$ cat config.mk
export PLATFORM = sky130hd
export DESIGN_NAME = wnrl_queue
export DESIGN_NICKNAME = d
export VERILOG_FILES = /design/src/rtl/assert_macros.svh /design/src/rtl/wnrl_pkg.sv /design/src/rtl/wnrl_queue.sv
export SDC_FILE = /design/constraint.sdc
export NUM_CORES = 1
export LEC_CHECK = 0
export ABC_AREA = 1
export BUFFER_PORTS_ARGS = -buffer_cell sky130_fd_sc_hd__buf_2
export CAP_MARGIN = 5
export CORE_ASPECT_RATIO = 0.6
export CORE_MARGIN = 4
export CORE_UTILIZATION = 35
export DETAILED_ROUTE_END_ITERATION = 8
export GPL_TIMING_DRIVEN = 0
export RECOVER_POWER = 25
export SLEW_MARGIN = 20
export SYNTH_ARGS = -nofsm -noshare
export SYNTH_HDL_FRONTEND = slang
export SYNTH_SLANG_ARGS = --single-unit
$ cat constraint.sdc
create_clock -name clk -period 12.3 [get_ports clk]
set_input_delay 2.46 -clock clk [delete_from_list [all_inputs] [get_ports clk]]
set_output_delay 2.46 -clock clk [all_outputs]
set_load 0.01 [all_outputs]
$ cat src/rtl/assert_macros.svh
// Assertion helpers for the RTL.
`ifndef ASSERT_MACROS_SVH
`define ASSERT_MACROS_SVH

`ifndef NO_ASSERTIONS

`define ASSERT_IMPLY(label, clk, rst_n, ante, cons) \
  label: assert property (@(posedge clk) disable iff (!rst_n) (ante) |-> (cons)) \
    else $error("assertion failed: same-cycle implication");

`define ASSERT_NEXT(label, clk, rst_n, ante, cons) \
  label: assert property (@(posedge clk) disable iff (!rst_n) (ante) |=> (cons)) \
    else $error("assertion failed: next-cycle implication");

`else

`define ASSERT_IMPLY(label, clk, rst_n, ante, cons)

`define ASSERT_NEXT(label, clk, rst_n, ante, cons)

`endif

`endif

$ cat src/rtl/wnrl_pkg.sv
package wnrl_pkg;

  localparam int WEIGHT_W = 12;
  localparam int ANGLE_W  = 9;
  localparam int DIST_W   = 14;
  localparam int CMD_W    = 16;
  localparam int ADIFF_W  = 9;
  localparam int SPROD_W  = WEIGHT_W + ADIFF_W;
  localparam int DPROD_W  = WEIGHT_W + DIST_W;
  localparam int COST_W   = DPROD_W + 1;

  localparam logic [1:0] KIND_TRACK  = 2'd0;
  localparam logic [1:0] KIND_COMMIT = 2'd1;

  localparam logic [1:0] CFG_SOUND_W = 2'd0;
  localparam logic [1:0] CFG_OBST_W  = 2'd1;
  localparam logic [1:0] CFG_DIST_W  = 2'd2;

  localparam logic [2:0] ST_STORED    = 3'd0;
  localparam logic [2:0] ST_FULL      = 3'd1;
  localparam logic [2:0] ST_COMMITTED = 3'd2;
  localparam logic [2:0] ST_MATCH     = 3'd3;
  localparam logic [2:0] ST_EMPTY     = 3'd4;

  typedef enum logic [1:0] {
    OP_TRACK,
    OP_COMMIT,
    OP_QUERY
  } op_t;

  typedef struct packed {
    op_t                       op;
    logic signed [CMD_W-1:0]   left_cmd;
    logic signed [CMD_W-1:0]   right_cmd;
    logic signed [ANGLE_W-1:0] sound_angle;
    logic signed [ANGLE_W-1:0] obstacle_angle;
    logic [DIST_W-1:0]         obstacle_distance;
  } cmd_t;

  typedef struct packed {
    logic [WEIGHT_W-1:0] sound_weight;
    logic [WEIGHT_W-1:0] obstacle_angle_weight;
    logic [WEIGHT_W-1:0] distance_weight;
  } cfg_t;

endpackage

$ cat src/rtl/wnrl_queue.sv
module wnrl_queue (
  input  logic           clk,
  input  logic           rst_n,
  input  logic           push_valid,
  output logic           push_ready,
  input  wnrl_pkg::cmd_t push_cmd,
  output logic           pop_valid,
  input  logic           pop_ready,
  output wnrl_pkg::cmd_t pop_cmd
);

  wnrl_pkg::cmd_t slot_r [2];
  logic           wr_ptr_r;
  logic           rd_ptr_r;
  logic [1:0]     count_r;
  logic           do_push;
  logic           do_pop;

  assign push_ready = (count_r != 2'd2);
  assign pop_valid  = (count_r != 2'd0);
  assign pop_cmd    = slot_r[rd_ptr_r];
  assign do_push    = push_valid && push_ready;
  assign do_pop     = pop_valid && pop_ready;

  always_ff @(posedge clk) begin
    if (!rst_n) begin
      wr_ptr_r <= 1'b0;
      rd_ptr_r <= 1'b0;
      count_r  <= 2'd0;
    end else begin
      if (do_push) begin
        wr_ptr_r <= !wr_ptr_r;
      end
      if (do_pop) begin
        rd_ptr_r <= !rd_ptr_r;
      end
      if (do_push && !do_pop) begin
        count_r <= count_r + 2'd1;
      end else if (do_pop && !do_push) begin
        count_r <= count_r - 2'd1;
      end
    end
    if (do_push) begin
      slot_r[wr_ptr_r] <= push_cmd;
    end
  end

endmodule

==> run_results.csv <==
group,metric,value,unit
run_status,status,"completed",
timing,worstMarginPinSlew,630,ps
grt,grt_pass1_wl,14400,um
cts,worstSkewPairLatency,410,ps
synthesis,synth_adder_area_share,0.00242,
timing,skew,9.77,ps
timing,relSlewSlack,0.579,
route,wl_per_cell,15.7,um
route,first_iter_violations,168,
flow_run,drv_cap,0,
finish,antenna_cells,0,
grt,track_usage,0.116,
synthesis,yosysWarnings,0,
route,drt_first_pass_iters,6,
timing,hold_slack,516,ps
timing,setup_violations,0,
cts,cts_max_path_buffers,2,
pwr,ir_worst_vdd,0.0000955,V
route,drc,0,
cts,post_cts_buffers,0,
timing,rsz0062_at_grt,"no",
synthesis,syn_nets,313,
grt,overflow,0,
min_path,hp-start,"rd_ptr_r",
min_path,holdCritPathClass,"register to register",
setup_path,r2r_slack,10410,ps
grt,grt_pass1_vias,2765,
timing,min_period,4060,ps
cts,holdBufCountCts,0,
setup_path,criticalPathCategory,"register to primary output",
floorplanning,core,0.0145,mm2
cts,cts_tree,"yes",
route,viasPerCell,4.37,
place,place_ws,8430,ps
grt,grt_max_degree,26,
timing,min_period_over_period,0.330,
synthesis,synthTopCellsByArea,"edfxtp_1 77%, mux2_4 12%, mux2_2 5.7%",
cts,numCtsBuffers,17,
synthesis,avgSynthCellArea,21.3,um2
synthesis,yosysSeqAreaShare,0.787,
floorplanning,start_util,0.357,
synthesis,synth-seq-cells,137,
route,routed_wl,9600,um
synthesis,synth.distinct_cells,15,
synthesis,synthMuxAreaShare,0.173,
timing,fin_ws,8240,ps
synthesis,synthXorXnorAreaFrac,0,
pwr,p_per_area,213,mW/mm2
timing,setup_tns,0,ps
place,dp_hpwl,6650,um
place,port_buffers,137,
synthesis,syn_area,0.00516,mm2
cts,clockRootBuffer,"clkbuf_16",
setup_path,cp.arrival,1600,ps
route,vias,2678,
synthesis,synth_top_family_by_area,"multiplexers",
setup_path,end_kind,"primary output",
setup_path,critPathMaxFanout,10,
cts,cts_resized,0,
setup_path,r2r-start,"count_r[0]",
timing,report.final.slew_viol_count,0,
cts,h-tree-depth,4,
setup_path,cp_data_required_time,9840,ps
cts,cts.sinks,137,
pwr,leakage,2.60,nW
finish,nNetsFinal,473,
floorplanning,io_pins,138,
cts,clkTransAtPathRegs,60,ps
floorplanning,die-area,0.0168,mm2
synthesis,synth_area_leader_cell,"edfxtp_1",
setup_path,worst-path-buf-inv,3,
setup_path,path_common_cell,"buf_6",
setup_path,cpLargestDelayFamily,"buffers and inverters",
setup_path,slowest_delay,360,ps
finish,area_growth,31.0,%
synthesis,synth-compound-area-share,0.00436,
finish,finalInstanceArea,0.00676,mm2
floorplanning,die_x,165,um
route,ant_nets,0,
place,placed_area,0.00619,mm2
finish,drive_gt1_frac,0.557,
setup_path,crit_path_cell_trace,"buf_6 -> buf_6 -> mux2_4 -> buf_2",
place,place_congestion,0.704,
floorplanning,die_y,102,um
setup_path,critPathLaunchType,"register",
synthesis,synth_top_cell_area_share,0.768,
floorplanning,num_rows,34,
synthesis,postSynthCellCount,242,
synthesis,yosys.area_share.simple,0.0145,
timing,finalHoldViolCount,0,
timing,fmax,0.246,GHz
setup_path,critPathSlowestCell,"dfxtp_1",
grt,grt_antenna_before_repair,1,
-- report_power, final --
part	switching, mW	leakage, nW	internal, mW	total [mW]
logic	0.169	1.04	0.163	0.332
registers	0.0173	1.27	0.590	0.607
clock network	0.200	0.290	0.303	0.503
-- placed cells by master (no fill, tap or decap) --
cell type	Yosys	routed
clkinvlp_4	0	1
inv_8	0	1
nand4_1	1	1
mux2_4	40	40
a21oi_1	1	1
inv_6	0	3
o21ai_0	2	2
bufinv_16	0	2
clkinv_2	0	2
nor2_4	0	2
o21a_1	1	1
nand2_1	9	9
nor2_1	8	6
ha_1	1	1
buf_12	0	4
nand3_1	1	1
buf_2	2	122
clkbuf_16	0	17
clkinv_4	0	6
clkbuf_1	0	17
edfxtp_1	132	132
buf_6	5	5
inv_1	8	8
dfxtp_1	5	5
mux2_2	26	26
-- registers in the layout (all words and copies together), names as in the netlist, named ones only --
| signal | flops |
|---|---|
| slot_r | 132 |
| rd_ptr_r | 1 |
| count_r | 2 |
| wr_ptr_r | 1 |
-- worst register-to-register path: stages (launching register included) --
cell and delay [ps]:
dfxtp_1 360, inv_1 100, nand2_1 110, nand2_1 180
nor2_4 540, buf_12 270
-- stage by stage --
stage	total power, mW	cells	util
after global routing	1.52	613	0.468
after floorplan	0.831	242	-
after CTS	1.47	613	0.469
final	1.44	613	0.468
after detailed placement	0.958	581	0.428
after global placement	0.948	577	0.422
-- metal layers --
layer  global-route usage  part of all wire
met5                    0            0.0012
met4               0.0345            0.0066
met3               0.0584             0.097
met2                0.172              0.44
met1                0.151              0.45
-- final cells by class --
class	count	area [um2]
Tap cell	198	248
Inverter	8	30.0
Sequential cell	137	4060
Multi-Input combinational cell	90	1020
Fill cell	1267	7700
Buffer	7	66.3
Clock buffer	17	425
Timing Repair Buffer	141	744
Clock inverter	15	168
-- worst paths after layout --
path,endpoint,cells after the start
worst max-delay path,pop_cmd[32],4
worst min-delay path,rd_ptr_r,2
worst max register to register,slot_r[1][40],5
worst min register to register,rd_ptr_r,2
-- logic make-up (layout without fill, tap and decap cells) --
logic type | after synthesis | after routing
flip-flops | 137 | 137
multiplexers | 66 | 66
AND/OR/NAND/NOR | 19 | 19
buffers and inverters | 15 | 188
AO/OA/AOI/OAI | 4 | 4
adder cells (fa/ha/maj) | 1 | 1
-- Yosys cell counts (all sizes together) --
cell	number
nand4	1
mux2	66
o21ai	2
edfxtp	132
a21oi	1
o21a	1
nor2	8
dfxtp	5
nand3	1
inv	8
ha	1
buf	7
nand2	9
(Power assumes the default switching activity.)
