==> config.mk <==
export PLATFORM = sky130hd
export DESIGN_NAME = wnrl_front
export DESIGN_NICKNAME = d
export VERILOG_FILES = /design/src/rtl/assert_macros.svh /design/src/rtl/wnrl_pkg.sv /design/src/rtl/wnrl_front.sv
export SDC_FILE = /design/constraint.sdc
export NUM_CORES = 1
export LEC_CHECK = 0
export ABC_AREA = 0
export BUFFER_PORTS_ARGS = -buffer_cell sky130_fd_sc_hd__buf_2
export CAP_MARGIN = 20
export CORE_MARGIN = 2
export CORE_UTILIZATION = 46
export CTS_BUF_LIST = sky130_fd_sc_hd__clkbuf_8
export CTS_CLUSTER_DIAMETER = 60
export DETAILED_ROUTE_END_ITERATION = 8
export PLACE_DENSITY_LB_ADDON = 0.2
export SLEW_MARGIN = 20
export SYNTH_ARGS = -nofsm -noshare
export SYNTH_HDL_FRONTEND = slang
export SYNTH_SLANG_ARGS = --single-unit
export TNS_END_PERCENT = 30
==> constraint.sdc <==
create_clock -name clk -period 3.8 [get_ports clk]
set_input_delay 0.19 -clock clk [delete_from_list [all_inputs] [get_ports clk]]
set_output_delay 0.19 -clock clk [all_outputs]
set_load 0.02 [all_outputs]
==> src/rtl/assert_macros.svh <==
// Assertion helpers for the RTL.
`ifndef ASSERT_MACROS_SVH
`define ASSERT_MACROS_SVH

`ifndef NO_ASSERTIONS

`define ASSERT_IMPLY(label, clk, rst_n, ante, cons) \
  label: assert property (@(posedge clk) disable iff (!rst_n) (ante) |-> (cons)) \
    else $error("assertion failed: same-cycle implication");

`define ASSERT_NEXT(label, clk, rst_n, ante, cons) \
  label: assert property (@(posedge clk) disable iff (!rst_n) (ante) |=> (cons)) \
    else $error("assertion failed: next-cycle implication");

`else

`define ASSERT_IMPLY(label, clk, rst_n, ante, cons)

`define ASSERT_NEXT(label, clk, rst_n, ante, cons)

`endif

`endif

==> src/rtl/wnrl_pkg.sv <==
package wnrl_pkg;

  localparam int WEIGHT_W = 12;
  localparam int ANGLE_W  = 9;
  localparam int DIST_W   = 14;
  localparam int CMD_W    = 16;
  localparam int ADIFF_W  = 9;
  localparam int SPROD_W  = WEIGHT_W + ADIFF_W;
  localparam int DPROD_W  = WEIGHT_W + DIST_W;
  localparam int COST_W   = DPROD_W + 1;

  localparam logic [1:0] KIND_TRACK  = 2'd0;
  localparam logic [1:0] KIND_COMMIT = 2'd1;

  localparam logic [1:0] CFG_SOUND_W = 2'd0;
  localparam logic [1:0] CFG_OBST_W  = 2'd1;
  localparam logic [1:0] CFG_DIST_W  = 2'd2;

  localparam logic [2:0] ST_STORED    = 3'd0;
  localparam logic [2:0] ST_FULL      = 3'd1;
  localparam logic [2:0] ST_COMMITTED = 3'd2;
  localparam logic [2:0] ST_MATCH     = 3'd3;
  localparam logic [2:0] ST_EMPTY     = 3'd4;

  typedef enum logic [1:0] {
    OP_TRACK,
    OP_COMMIT,
    OP_QUERY
  } op_t;

  typedef struct packed {
    op_t                       op;
    logic signed [CMD_W-1:0]   left_cmd;
    logic signed [CMD_W-1:0]   right_cmd;
    logic signed [ANGLE_W-1:0] sound_angle;
    logic signed [ANGLE_W-1:0] obstacle_angle;
    logic [DIST_W-1:0]         obstacle_distance;
  } cmd_t;

  typedef struct packed {
    logic [WEIGHT_W-1:0] sound_weight;
    logic [WEIGHT_W-1:0] obstacle_angle_weight;
    logic [WEIGHT_W-1:0] distance_weight;
  } cfg_t;

endpackage

==> src/rtl/wnrl_front.sv <==
module wnrl_front (
  input  logic              clk,
  input  logic              rst_n,
  input  logic              in_tvalid,
  output logic              in_tready,
  input  logic [63:0]       in_tdata,  // left_command_in, right_command_in, sound_angle,
                                       // obstacle_angle, obstacle_distance
  input  logic [1:0]        in_tuser,  // kind
  output logic              push_valid,
  input  logic              push_ready,
  output wnrl_pkg::cmd_t    push_cmd
);

  logic           hold_valid_r;
  wnrl_pkg::cmd_t hold_r;
  wnrl_pkg::cmd_t hold_nxt;
  wnrl_pkg::op_t  op;
  logic           in_beat;

  assign in_beat   = in_tvalid && in_tready;
  assign in_tready = !hold_valid_r || push_ready;

  always_comb begin
    unique case (in_tuser)
      wnrl_pkg::KIND_TRACK:  op = wnrl_pkg::OP_TRACK;
      wnrl_pkg::KIND_COMMIT: op = wnrl_pkg::OP_COMMIT;
      default:               op = wnrl_pkg::OP_QUERY;
    endcase
  end

  always_comb begin
    hold_nxt.op                = op;
    hold_nxt.left_cmd          = in_tdata[15:0];
    hold_nxt.right_cmd         = in_tdata[31:16];
    hold_nxt.sound_angle       = in_tdata[40:32];
    hold_nxt.obstacle_angle    = in_tdata[49:41];
    hold_nxt.obstacle_distance = in_tdata[63:50];
  end

  always_ff @(posedge clk) begin
    if (!rst_n) begin
      hold_valid_r <= 1'b0;
    end else if (in_tready) begin
      hold_valid_r <= in_tvalid;
    end
    if (in_beat) begin
      hold_r <= hold_nxt;
    end
  end

  assign push_valid = hold_valid_r;
  assign push_cmd   = hold_r;

endmodule

==> reports/qor.yml, run 1 <==
sta:
  setup_viol: 0
  fin_skew_ns: 0.00579
  holdWs_ns: 0.0446
  fin_setup_tns_ns: 0
  fin_ws_ns: 2.31
  finalCritPeriodShare_pct: 39.1
  min_period_ns: 1.49
  finalHoldViolations: 0
  drv_slew: 0
  clock.fmax_mhz: 673
  slew_headroom_pct: 45.9
  rsz0062_at_grt: "no"
  tightest_slew_ns: 0.812
placed_design:
  routabilityCongestion: 0.741
  io_buffers: 137
  preCtsSetupSlack_ns: 2.31
  placed_area_sq_um: 2800
  place_inst: 261
yosys:
  synth_fa_ha_area_share_pct: 0
  syn_area_per_cell_sq_um: 28.1
  synth_top_family_by_area: "simple AND/OR/NAND/NOR gates"
  synth_xor_xnor_area_share_pct: 0
  synth_compound_area_share_pct: 0.549
  muxShareOfSynthArea_pct: 0
  synth_cell_type_count: 8
  netlist_area_sq_um: 2050
  ys_warn_count: 0
  yosys.area_share.simple_pct: 1.40
  syn-num-nets: 143
  yosysSeqAreaShare_pct: 97.7
  syn_inst: 73
  ys_ff_latch: 67
routing:
  drtIter0Drc: 90
  vias_per_cell: 4.45
  wirelength_um: 3890
  via_count: 1234
  drc_errors: 0
  antenna_left: 0
  wl_per_cell_um: 14.1
  firstDrtPassIters: 4
cts:
  clk_pin_slew_ns: 0.07
  postCtsResizedCells: 0
  clock_latency_ns: 0.31
  numCtsBuffers: 9
  cts_tree: "built"
  htree_levels: 3
  holdBufCountCts: 0
  cts_setup_buffers: 0
  ctsLongestPathBuffers: 2
  cts_num_sinks: 67
  clockRootBuffer: "clkbuf_8"
power_and_ir_drop:
  p_total_mw: 1.47
  leakagePower_nw: 1.29
  peakVddDrop_uv: 281
  powerDensity_nw_per_um2: 499
worst_setup_path:
  critPathMaxFanout: 66
  max_stage_delay_ns: 0.67
  crit_path_start_kind: "register"
  slowest_stage: "and2_4"
  crit_type: "reg -> reg"
  critical_path.top_delay_family: "simple AND/OR/NAND/NOR gates"
  critical_path_arrival_ns: 1.43
  cp_data_required_time_ns: 3.74
  worst-path-buf-inv: 0
  path_cells: "nand2b_4 > and2_4"
  critPathCaptureType: "register"
grt:
  first_global_vias: 1214
  antenna_found_initial: 0
  grt.overflow.total: 0
  grt_pass1_wl_um: 5610
  grtUsageTotal_pct: 15.3
  grt_max_degree: 67
floorplanning:
  rows: 24
  io_pins: 138
  die_h_um: 70.8
  dieArea_sq_um: 5010
  fp.dieW_um: 70.8
  core_sq_um: 4320
  initial_core_util_pct: 47.4
layout:
  n_antenna_cell: 0
  final_common_cell: "buf_2"
  fin_nets: 290
  final_layout_size_suffix_gt1_share_pct: 66.7
  fin_area_sq_um: 2950
  area_delta_synth_final_pct: 43.8
  final_cell_mix: "buf_2, edfxtp_1, clkbuf_8"
  utilization_pct: 68.2
  final_cells: 277
outcome:
  status: "complete, no violations"
run:
  drv_cap: 0
worst_hold_path:
  hp-class: "in -> reg"
[sequential cells by signal, summed over array words and instances (netlist names)]
register and count:
push_cmd 66, push_valid 1
[cells by family after synthesis]
kind of cell,after synthesis
AO/OA/AOI/OAI,1
buffers and inverters,2
flip-flops,67
AND/OR/NAND/NOR,3
[layout make-up]
type / instances / area, sq um
Timing Repair Buffer: 137 / 686
Multi-Input combinational cell: 4 / 40.0
Inverter: 1 / 3.75
Fill cell: 317 / 1380
Clock buffer: 9 / 124
Clock inverter: 7 / 27.5
Tap cell: 52 / 65.1
Sequential cell: 67 / 2000
[synth_stat cells]
library cell	count	area share, %
edfxtp_1	66	97
a21boi_2	1	0.55
and2_4	1	0.43
clkbuf_1	1	0.18
dfxtp_1	1	0.98
inv_1	1	0.18
nand2b_4	1	0.67
nor2b_1	1	0.31
[power by group]
part           total [mW]  internal (mW)  switching, mW
Sequential          0.874          0.864        0.00951
Combinational       0.149         0.0540         0.0949
Clock               0.447          0.222          0.225
Total                1.47           1.14          0.330
[worst paths after layout]
| path | start | end | slack [ns] | depth (start not counted) |
|---|---|---|---|---|
| worst min-delay path | in_tdata[12] | push_cmd[60] | 0.04 | 1 |
| worst max register to register | push_valid | push_cmd[28] | 2.31 | 2 |
| worst max-delay path | push_valid | push_cmd[28] | 2.31 | 2 |
| worst min register to register | push_valid | push_valid | 0.50 | 2 |
[metal layers]
| layer | global-route usage (%) | up-vias | routed length [um] |
|---|---|---|---|
| met4 | 8.81 | 0 | 40 |
| met2 | 24.6 | 85 | 1930 |
| met5 | 0 | - | 0 |
| li1 | - | 581 | - |
| met3 | 8.12 | 4 | 513 |
| met1 | 16.0 | 564 | 1410 |
[worst register-to-register path, stage by stage (launching register included)]
cell,delay [ns]
dfxtp_1,0.33
nand2b_4,0.08
and2_4,0.67
(Power assumes the default switching activity.)
==> inputs of run 2 (changes only) <==
CORE_UTILIZATION = 42   (was 46)
clock period = 1.6 ns   (was 3.8 ns; I/O delays follow)
==> reports/qor.yml, run 2 (synthesis gave the netlist of run 1 again) <==
grt:
  grtUsageTotal_pct: 19.5
  grt.overflow.total: 0
  first_global_vias: 1581
  grt_max_degree: 40
  antenna_found_initial: 0
  grt_pass1_wl_um: 7360
layout:
  final_common_cell: "buf_2"
  area_delta_synth_final_pct: 80.0
  final_cells: 360
  largest_reg_flops: 66
  seqCellArea_sq_um: 2000
  final_cell_mix: "buf_2, dlygate4sd3_1, edfxtp_1"
  fin_nets: 359
  multi_input_area_sq_um: 40.0
  n_antenna_cell: 0
  n_fill_cell: 292
  final_layout_size_suffix_gt1_share_pct: 52.6
floorplanning:
  die_h_um: 73.9
  dieArea_sq_um: 5450
  rows: 25
  initial_core_util_pct: 43.4
  fp.dieW_um: 73.9
  core_sq_um: 4720
  io_pins: 138
sta:
  tightest_slew_ns: 0.333
  drv_slew: 0
  finalCritPeriodShare_pct: 77.0
  fin_setup_tns_ns: 0
  clock.fmax_mhz: 811
  rsz0062_at_grt: "no"
  fin_skew_ns: 0.00819
  finalHoldViolations: 0
  min_period_ns: 1.23
  setup_viol: 0
  slew_headroom_pct: 77.8
worst_setup_path:
  crit_type: "reg -> reg"
  critical_path_arrival_ns: 1.22
  cp_data_required_time_ns: 1.59
  critPathMaxFanout: 27
  critPathCaptureType: "register"
  crit_path_start_kind: "register"
placed_design:
  io_buffers: 137
  routabilityCongestion: 0.665
  place_inst: 278
power_and_ir_drop:
  combPwrFrac_pct: 13.1
  peakVddDrop_uv: 747
  power_switching_share_pct: 22.1
  pwr-share-clk_pct: 32.7
  p_int_mw: 2.98
  p_total_mw: 3.83
  seqPwrFrac_pct: 54.2
  powerDensity_nw_per_um2: 1040
  leakagePower_nw: 1.61
  p_switching_mw: 0.846
routing:
  wirelength_um: 5260
  firstDrtPassIters: 4
  via_count: 1548
  drc_errors: 0
  drtIter0Drc: 58
  antenna_left: 0
  wl_per_cell_um: 14.6
  vias_per_cell: 4.30
cts:
  cts_tree: "built"
  clock_latency_ns: 0.32
  clockRootBuffer: "clkbuf_8"
  cts_setup_buffers: 0
  cts_num_sinks: 67
  htree_levels: 3
  ctsLongestPathBuffers: 2
  numCtsBuffers: 9
  clk_pin_slew_ns: 0.06
run:
  drv_cap: 0
outcome:
  status: "complete, no violations"
worst_hold_path:
  hp-class: "in -> reg"
==> run 2: final cells by class <==
class / instances / area share [%]
Inverter: 1 / 0.102
Sequential cell: 67 / 54.3
Tap cell: 67 / 2.27
Clock inverter: 6 / 1.39
Multi-Input combinational cell: 4 / 1.09
Clock buffer: 9 / 3.36
Timing Repair Buffer: 206 / 37.5
==> run 2: per-layer routing <==
layer	GRT usage, %	wire, um
met1	18.2	1770
met5	0	0
met4	10.5	78
met2	36.1	2930
met3	7.00	484
==> run 2: power by group through the flow <==
stage	Combinational (mW)	Clock, mW	Sequential, mW
floorplan	0.0403	0	2.25
global placement	0.360	0	2.11
detailed placement	0.370	0	2.11
CTS	0.497	1.27	2.08
global route	0.531	1.35	2.08
finish	0.501	1.25	2.08
==> run 2: worst paths after layout <==
kind                            cells past startpoint        start  slack (ns)            to
worst max-delay path                                3   push_valid        0.37  push_cmd[50]
worst min register to register                      3   push_valid        0.95  push_cmd[10]
worst min-delay path                                2  in_tuser[0]        0.07  push_cmd[64]
worst max register to register                      3   push_valid        0.37  push_cmd[50]
==> run 2: timing repair <==
action / 4_1_cts / 5_1_grt
hold endpoints to repair: 66 / 0
resized for setup: 0 / 0
hold buffers: 67 / 0
==> run 2: critical path: stages, from the launching register on <==
cell and delay [ns]:
dfxtp_1 0.33, nand2b_4 0.08, and2_4 0.16, buf_4 0.32
==> run 2: through the flow <==
step	worst slack (ns)	instance area, sq um	util (%)	hold WS, ns
6_report	0.367	3690	78.1	0.0700
2_1_floorplan	0.124	2050	-	0.179
3_3_place_gp	0.421	2840	60.2	0.256
3_5_place_dp	0.379	2840	60.2	0.258
5_1_grt	0.304	3690	78.1	0.0628
4_1_cts	0.370	3690	78.1	0.0612
